File: config.mk
export PLATFORM = sky130hd
export DESIGN_NAME = patan_div
export DESIGN_NICKNAME = d
export VERILOG_FILES = /design/src/hdl/polynomial_atan2_macros.svh /design/src/hdl/patan_pkg.sv /design/src/hdl/patan_div.sv
export SDC_FILE = /design/constraint.sdc
export NUM_CORES = 1
export LEC_CHECK = 0
export BUFFER_PORTS_ARGS = -buffer_cell sky130_fd_sc_hd__buf_2
export CORE_UTILIZATION = 40
export CTS_CLUSTER_SIZE = 28
export DETAILED_ROUTE_END_ITERATION = 8
export GPL_ROUTABILITY_DRIVEN = 1
export MAX_ROUTING_LAYER = met4
export PLACE_DENSITY = 0.52
export SYNTH_ARGS = -nofsm -noshare
export SYNTH_HDL_FRONTEND = slang
export SYNTH_SLANG_ARGS = --single-unit
File: constraint.sdc
create_clock -name clk -period 3.8 [get_ports clk]
set_input_delay 0.19 -clock clk [delete_from_list [all_inputs] [get_ports clk]]
set_output_delay 0.19 -clock clk [all_outputs]
set_load 0.005 [all_outputs]
File: src/hdl/polynomial_atan2_macros.svh
// assertion macros for the polynomial arctangent block
`ifndef POLYNOMIAL_ATAN2_MACROS_SVH
`define POLYNOMIAL_ATAN2_MACROS_SVH
`ifndef ASSERT_OFF
`define PA_ASSERT_IMP(label, clk, rst_n, a, c) \
	label: assert property (@(posedge clk) disable iff (!rst_n) (a) |-> (c)) \
		else $error("assertion failed");
`define PA_ASSERT_NEXT(label, clk, rst_n, a, c) \
	label: assert property (@(posedge clk) disable iff (!rst_n) (a) |=> (c)) \
		else $error("assertion failed");
`else
`define PA_ASSERT_IMP(label, clk, rst_n, a, c)
`define PA_ASSERT_NEXT(label, clk, rst_n, a, c)
`endif
`endif

File: src/hdl/patan_pkg.sv
// shared types and constants of the polynomial arctangent block
package patan_pkg;
	localparam int WORK_FRAC = 18;
	localparam int R_BITS = 17;
	localparam int T_BITS = 19;
	localparam int P_BITS = 20;
	localparam int ACC_BITS = 22;
	localparam logic signed [P_BITS-1:0] COEF_0 = -20'sd3534;
	localparam logic signed [P_BITS-1:0] COEF_1 = 20'sd15067;
	localparam logic signed [P_BITS-1:0] COEF_2 = -20'sd31782;
	localparam logic signed [P_BITS-1:0] COEF_3 = 20'sd51285;
	localparam logic signed [P_BITS-1:0] COEF_4 = -20'sd87293;
	localparam logic signed [P_BITS-1:0] COEF_5 = 20'sd262143;
	localparam logic signed [ACC_BITS-1:0] HALF_PI_Q = 22'sd411775;
	localparam logic signed [ACC_BITS-1:0] PI_Q = 22'sd823550;

	// octant flags that ride alongside the datapath
	typedef struct packed {
		logic swap;
		logic x_neg;
		logic y_neg;
		logic zero;
	} oct_t;
endpackage

File: src/hdl/patan_div.sv
// pipelined restoring divider: floor(num * 2^16 / den), one quotient bit per stage
module patan_div #(
	parameter int MAG_BITS = 17
) (
	input logic clk,
	input logic en,
	input logic [MAG_BITS-1:0] num,
	input logic [MAG_BITS-1:0] den,
	output logic [patan_pkg::R_BITS-1:0] quo
);
	import patan_pkg::*;

	// remainder stays below den, quotient bit count is R_BITS
	logic [MAG_BITS:0] rem_s [R_BITS+1];
	logic [MAG_BITS-1:0] den_s [R_BITS+1];
	logic [R_BITS-1:0] q_s [R_BITS+1];

	assign rem_s[0] = {1'b0, num};
	assign den_s[0] = den;
	assign q_s[0] = '0;

	// first stage: integer bit (num <= den), then 16 fraction bits
	for (genvar k = 0; k < R_BITS; k++) begin : g_st
		logic [MAG_BITS+1:0] shifted;
		logic ge;
		logic [MAG_BITS:0] nrem;
		always_comb begin
			shifted = (k == 0) ? {1'b0, rem_s[k]} : {rem_s[k], 1'b0};
			ge = shifted >= {2'b00, den_s[k]};
			nrem = ge ? MAG_BITS'(shifted - {2'b00, den_s[k]}) + (MAG_BITS+1)'(0)
				: shifted[MAG_BITS:0];
		end
		always_ff @(posedge clk) begin
			if (en) begin
				rem_s[k+1] <= nrem;
				den_s[k+1] <= den_s[k];
				q_s[k+1] <= {q_s[k][R_BITS-2:0], ge};
			end
		end
	end
	assign quo = q_s[R_BITS];
endmodule

# After elaboration in Yosys (flattened, before gate mapping)
# Cells that the tools add are included.
dict set report word_totals {
  romBits 0
  latch_bits 0
  register_bits 712
  mem_count 0
  ram_bits 0
}
dict set report op_classes {
  muxes 16
  reduce_logical 0
  addsub 16
  bitwise 0
  n_eq_ne 0
  div 0
  mul 0
  n_lt_le_gt_ge 17
  shift 0
}
# op n
set ops {}
lappend ops {{$ge 19x17->1} 15}
lappend ops {{$mux 17} 16}
lappend ops {{$sub 17x17->17} 16}
lappend ops {{$ge 18x17->1} 1}
lappend ops {{$ge 17x17->1} 1}

# Depth between registers and ports, before layout
dict set report logic_depth {
  word_depth 2
  mapped_depth 13
}

# Least setup slack after synthesis
# No wires, ideal clock.
dict set report synth_path {
  path_kind {register to register}
  startpoint {register den_s[205] in the netlist's numbering}
  endpoint {register rem_s, in the netlist g_st[6].shifted[10] (data pin)}
  n_path_buf 1
  t_arrival_ns 2.785
  t_required_ns 3.540
  stages_incl_launch_ff 12
  setup_slack_ns 0.755
  path_cell_list {edfxtp_1 -> inv_1 -> ha_1 -> nor2b_1 -> o21ai_0 -> a21boi_0 -> o31a_1 -> o21ai_1 -> o2111ai_1 -> a22oi_2 -> buf_4 -> mux2_2}
}
dict set report synth_between {
  elab_chain_len 2
  word_cells_on_any_way 3
  cone_classes {1 x add/sub; 1 x order compare; 1 x mux}
}
# element line_no
set synth_lines {}
lappend synth_lines {{from (decl)} patan_div.sv:15} ;# logic [MAG_BITS-1:0] den_s [R_BITS+1];
lappend synth_lines {{from (signal, indexed assignment)} patan_div.sv:36} ;# den_s[k+1] <= den_s[k];
lappend synth_lines {{$sub 17x17->17 or $ge 19x17->1 (tied branches)} {patan_div.sv:30, patan_div.sv:29}}
lappend synth_lines {{$mux 17 *} patan_div.sv:30} ;# nrem = ge ? MAG_BITS'(shifted - {2'b00, den_s[k]}) + (MAG_BITS+1)'(0)
lappend synth_lines {{named net g_st[5].nrem[9]} patan_div.sv:26} ;# logic [MAG_BITS:0] nrem;
lappend synth_lines {{to (signal, indexed assignment)} patan_div.sv:35} ;# rem_s[k+1] <= nrem;
lappend synth_lines {{to (decl)} patan_div.sv:14} ;# logic [MAG_BITS:0] rem_s [R_BITS+1];
# The timed path passes the listed nets; every way through them passes the cells marked *.
# A chain may end at the register's enable or synchronous reset.

# Worst setup path in the final report
dict set report layout_path {
  startpoint {register den_s[69] in the netlist's numbering}
  endpoint {register rem_s, in the netlist g_st[14].shifted[5] (data pin)}
}
dict set report layout_between {
  elab_chain_len 2
  word_cells_on_any_way 3
  cone_classes {1 x add/sub; 1 x order compare; 1 x mux}
}
# element line_no
set layout_lines {}
lappend layout_lines {{$sub 17x17->17 or $ge 19x17->1 (tied branches)} {patan_div.sv:30, patan_div.sv:29}}
lappend layout_lines {{$mux 17 *} patan_div.sv:30}
lappend layout_lines {{named net g_st[13].nrem[4]} patan_div.sv:26}
# Marks and branches as above.

==> impl_metrics.env <==
export IMPL_place_ws_ps=194
export IMPL_dp_cells=4509
export IMPL_ys_warnings_count=0
export IMPL_ir_drop_mv=0.359
export IMPL_die_width_um=312
export IMPL_layout_setup_ws_ps=239
export IMPL_final_setup_tns_ps=0
export IMPL_ff2ff_path_depth=12
export IMPL_path_clk_slew_ps=60
export IMPL_cp_depth=12
export IMPL_grt_busiest_layer="met2"
export IMPL_cts_max_level=3
export IMPL_crit_path_end_kind="register"
export IMPL_drc=0
export IMPL_fin_total_pwr_mw=33.8
export IMPL_yosysMostFrequentCell="edfxtp_1"
export IMPL_syn_mean_instance_area_um2=12.1
export IMPL_r2r_end="g_st[14].shifted[5]"
export IMPL_crit_end="g_st[14].shifted[5]"
export IMPL_crit_path_start_kind="register"
export IMPL_fin_util_pct=46.0
export IMPL_yosysTopAreaCell="edfxtp_1"
export IMPL_tightest_slew_ps=1120
export IMPL_final_layout_size_suffix_gt1_share_pct=12.3
export IMPL_cts_tree="yes"
export IMPL_crit_path_max_fanout=22
export IMPL_io_buffers=52
export IMPL_nets=3703
export IMPL_area_growth_pct=13.9
export IMPL_skew_ps=18.9
export IMPL_cts_sink_count=712
export IMPL_cts_inserted_buffers=83
export IMPL_cpPeakStageDelay_ps=460
export IMPL_leakagePower_nw=17.6
export IMPL_first_global_vias=24253
export IMPL_grtUsageMet1_pct=22.5
export IMPL_path_delay_family="compound AO/OA/AOI/OAI gates"
export IMPL_globalplace_congestion=0.865
export IMPL_rsz0062_at_grt="false"
export IMPL_synth_common_cells="712 x edfxtp_1, 383 x inv_1, 288 x ha_1, 186 x nor2_1, 182 x a21oi_1"
export IMPL_initial_core_util_pct=40.4
export IMPL_synth_top_family_by_area="compound AO/OA/AOI/OAI gates"
export IMPL_grt_pass1_wl_mm=132
export IMPL_synth_flop_cell="edfxtp_1"
export IMPL_coreArea_um2=95000
export IMPL_wirelength_mm=83.2
export IMPL_post_dp_hpwl_mm=60.9
export IMPL_synth_cells=3184
export IMPL_slowest_stage="edfxtp_1"
export IMPL_yosysSeqAreaShare_pct=55.7
export IMPL_synth_compound_area_share_pct=11.5
export IMPL_power_density_nw_per_um2=772
export IMPL_synth_area_mux_share_pct=5.01
export IMPL_r2r_start="den_s[69]"
export IMPL_yosys_area_share_simple_pct=8.69
export IMPL_num_vias=24309
export IMPL_root_buffer="clkbuf_16"
export IMPL_cap_violations=0
export IMPL_drtIter0Drc=1538
export IMPL_grt_antenna_before_repair=0
export IMPL_die_h_um=312
export IMPL_drt_pass1_iterations=6
export IMPL_ys_seq_elements=712
export IMPL_setup_worst_path_class="reg -> reg"
export IMPL_synth_fa_ha_area_share_pct=10.2
export IMPL_final_setup_viol_count=0
export IMPL_post_cts_buffers=0
export IMPL_avgRoutedWirePerCell_um=17.7
export IMPL_ios=53
export IMPL_synth_xor_area_share_pct=4.36
export IMPL_viasPerCell=5.18
export IMPL_synth_edf_count=712
export IMPL_hold_class="in -> reg"
export IMPL_fin_cells=4695
export IMPL_hold_viol=0
export IMPL_critPathRequiredTime_ps=4190
export IMPL_grt_max_degree=82
export IMPL_worstPathCellList="inv_1 -> ha_1 -> nor2b_1 -> o21ai_0 -> a21o_1 -> a21oi_1 -> a211oi_2 -> nor3_1 -> nor2_1 -> clkinv_1 -> buf_4 -> mux2_2"
export IMPL_drt_antenna_violating_nets=0
export IMPL_use_met2_pct=28.7
export IMPL_clock_path_buffers=3
export IMPL_worst_path_buf_inv=3
export IMPL_syn_area_um2=38400
export IMPL_period_share_pct=93.7
export IMPL_grtUsageMet3_pct=2.72
export IMPL_yosys_top_cells_area="edfxtp_1 56%, ha_1 9.4%, mux2_2 4.3%, inv_1 3.7%, xnor2_1 2.6%"
export IMPL_holdPathStages=1
export IMPL_yosysUniqueCellTypes=79
export IMPL_cp_arrival_ps=3960
export IMPL_clk_latency_ps=640
export IMPL_max_freq_ghz=0.281
export IMPL_std_cell_rows=113
export IMPL_status="completed"
export IMPL_startpoint="den_s[69]"
export IMPL_report_final_slew_viol_count=0
export IMPL_grt_usage_pct=17.6
export IMPL_die_area_um2=97200
export IMPL_slew_headroom_pct=25.1
export IMPL_fin_crit_ps=3560
export IMPL_synthArstFlopShare_pct=0
export IMPL_r2r_setup_slack_ps=240
export IMPL_antenna_cells=0
export IMPL_gr_total_overflow=0
export IMPL_synth_top_cell_area_share_pct=55.7
==> what timing repair did <==
item	in CTS	in global routing
setup endpoints to repair	0	3
hold endpoints to repair	34	0
hold buffers	34	0
resized for setup	0	1
==> power by group <==
group	switching (mW)	internal (mW)	total [mW]	leakage, nW
clock	3.29	5.10	8.39	1.39
sequential	1.10	11.2	12.3	6.93
combinational	6.93	6.12	13.0	9.32
total	11.3	22.5	33.8	17.6
==> layout by cell type, fill, tap and decap left out, types with 75 or more instances in the layout <==
| master | synthesis | final |
|---|---|---|
| mux2_2 | 145 | 145 |
| xor2_1 | 77 | 77 |
| ha_1 | 288 | 288 |
| nor2_1 | 186 | 186 |
| xnor2_1 | 114 | 114 |
| a21oi_1 | 182 | 180 |
| o21ai_0 | 145 | 145 |
| nand2_1 | 167 | 167 |
| inv_1 | 383 | 383 |
| edfxtp_1 | 712 | 712 |
| clkbuf_16 | 0 | 86 |
| a21o_1 | 75 | 75 |
==> worst min-delay path by stage <==
stage / from / to / slack [ps]
finish: en / den_s[168] / 100
floorplan: den[0] / den_s[272] / 290
global placement: den[2] / den_s[274] / 390
detailed placement: den[2] / den_s[274] / 390
global route: en / den_s[186] / 120
CTS: en / den_s[168] / 110
==> flip-flops by register name (all words and copies together), names as in the netlist <==
| name | cells |
|---|---|
| g_st.shifted | 287 |
| den_s | 272 |
| q_s | 136 |
| quo | 17 |
==> routing by layer <==
| metal | up-vias | share of wire (%) |
|---|---|---|
| li1 | 12037 | - |
| met1 | 11651 | 45 |
| met2 | 474 | 48 |
| met3 | 147 | 3.9 |
| met4 | 0 | 2.6 |
| met5 | - | 0 |
==> cell type report <==
class / count / area [um2]
well taps: 1265 / 1580
clock buffers: 97 / 2190
fillers: 8671 / 51300
multi-input cells: 2048 / 15400
repair buffers: 134 / 1070
clock inverters: 55 / 676
inverters: 384 / 1440
flip-flops and latches: 712 / 21400
==> logic make-up (layout without fill, tap and decap cells) <==
group | after synthesis | after routing
flops | 712 | 712
simple gates | 687 | 687
compound gates | 680 | 680
buf+inv | 438 | 670
fa+ha+maj | 304 | 304
xor+xnor | 191 | 191
mux | 171 | 171
other cells | 1 | 15
==> stage by stage <==
stage	instance area (um2)	hold slack, ps
floorplan	38500	289
global placement	40500	387
detailed placement	40500	392
CTS	43700	111
global route	43700	124
finish	43700	105
Power figures use the tool's default switching activity.
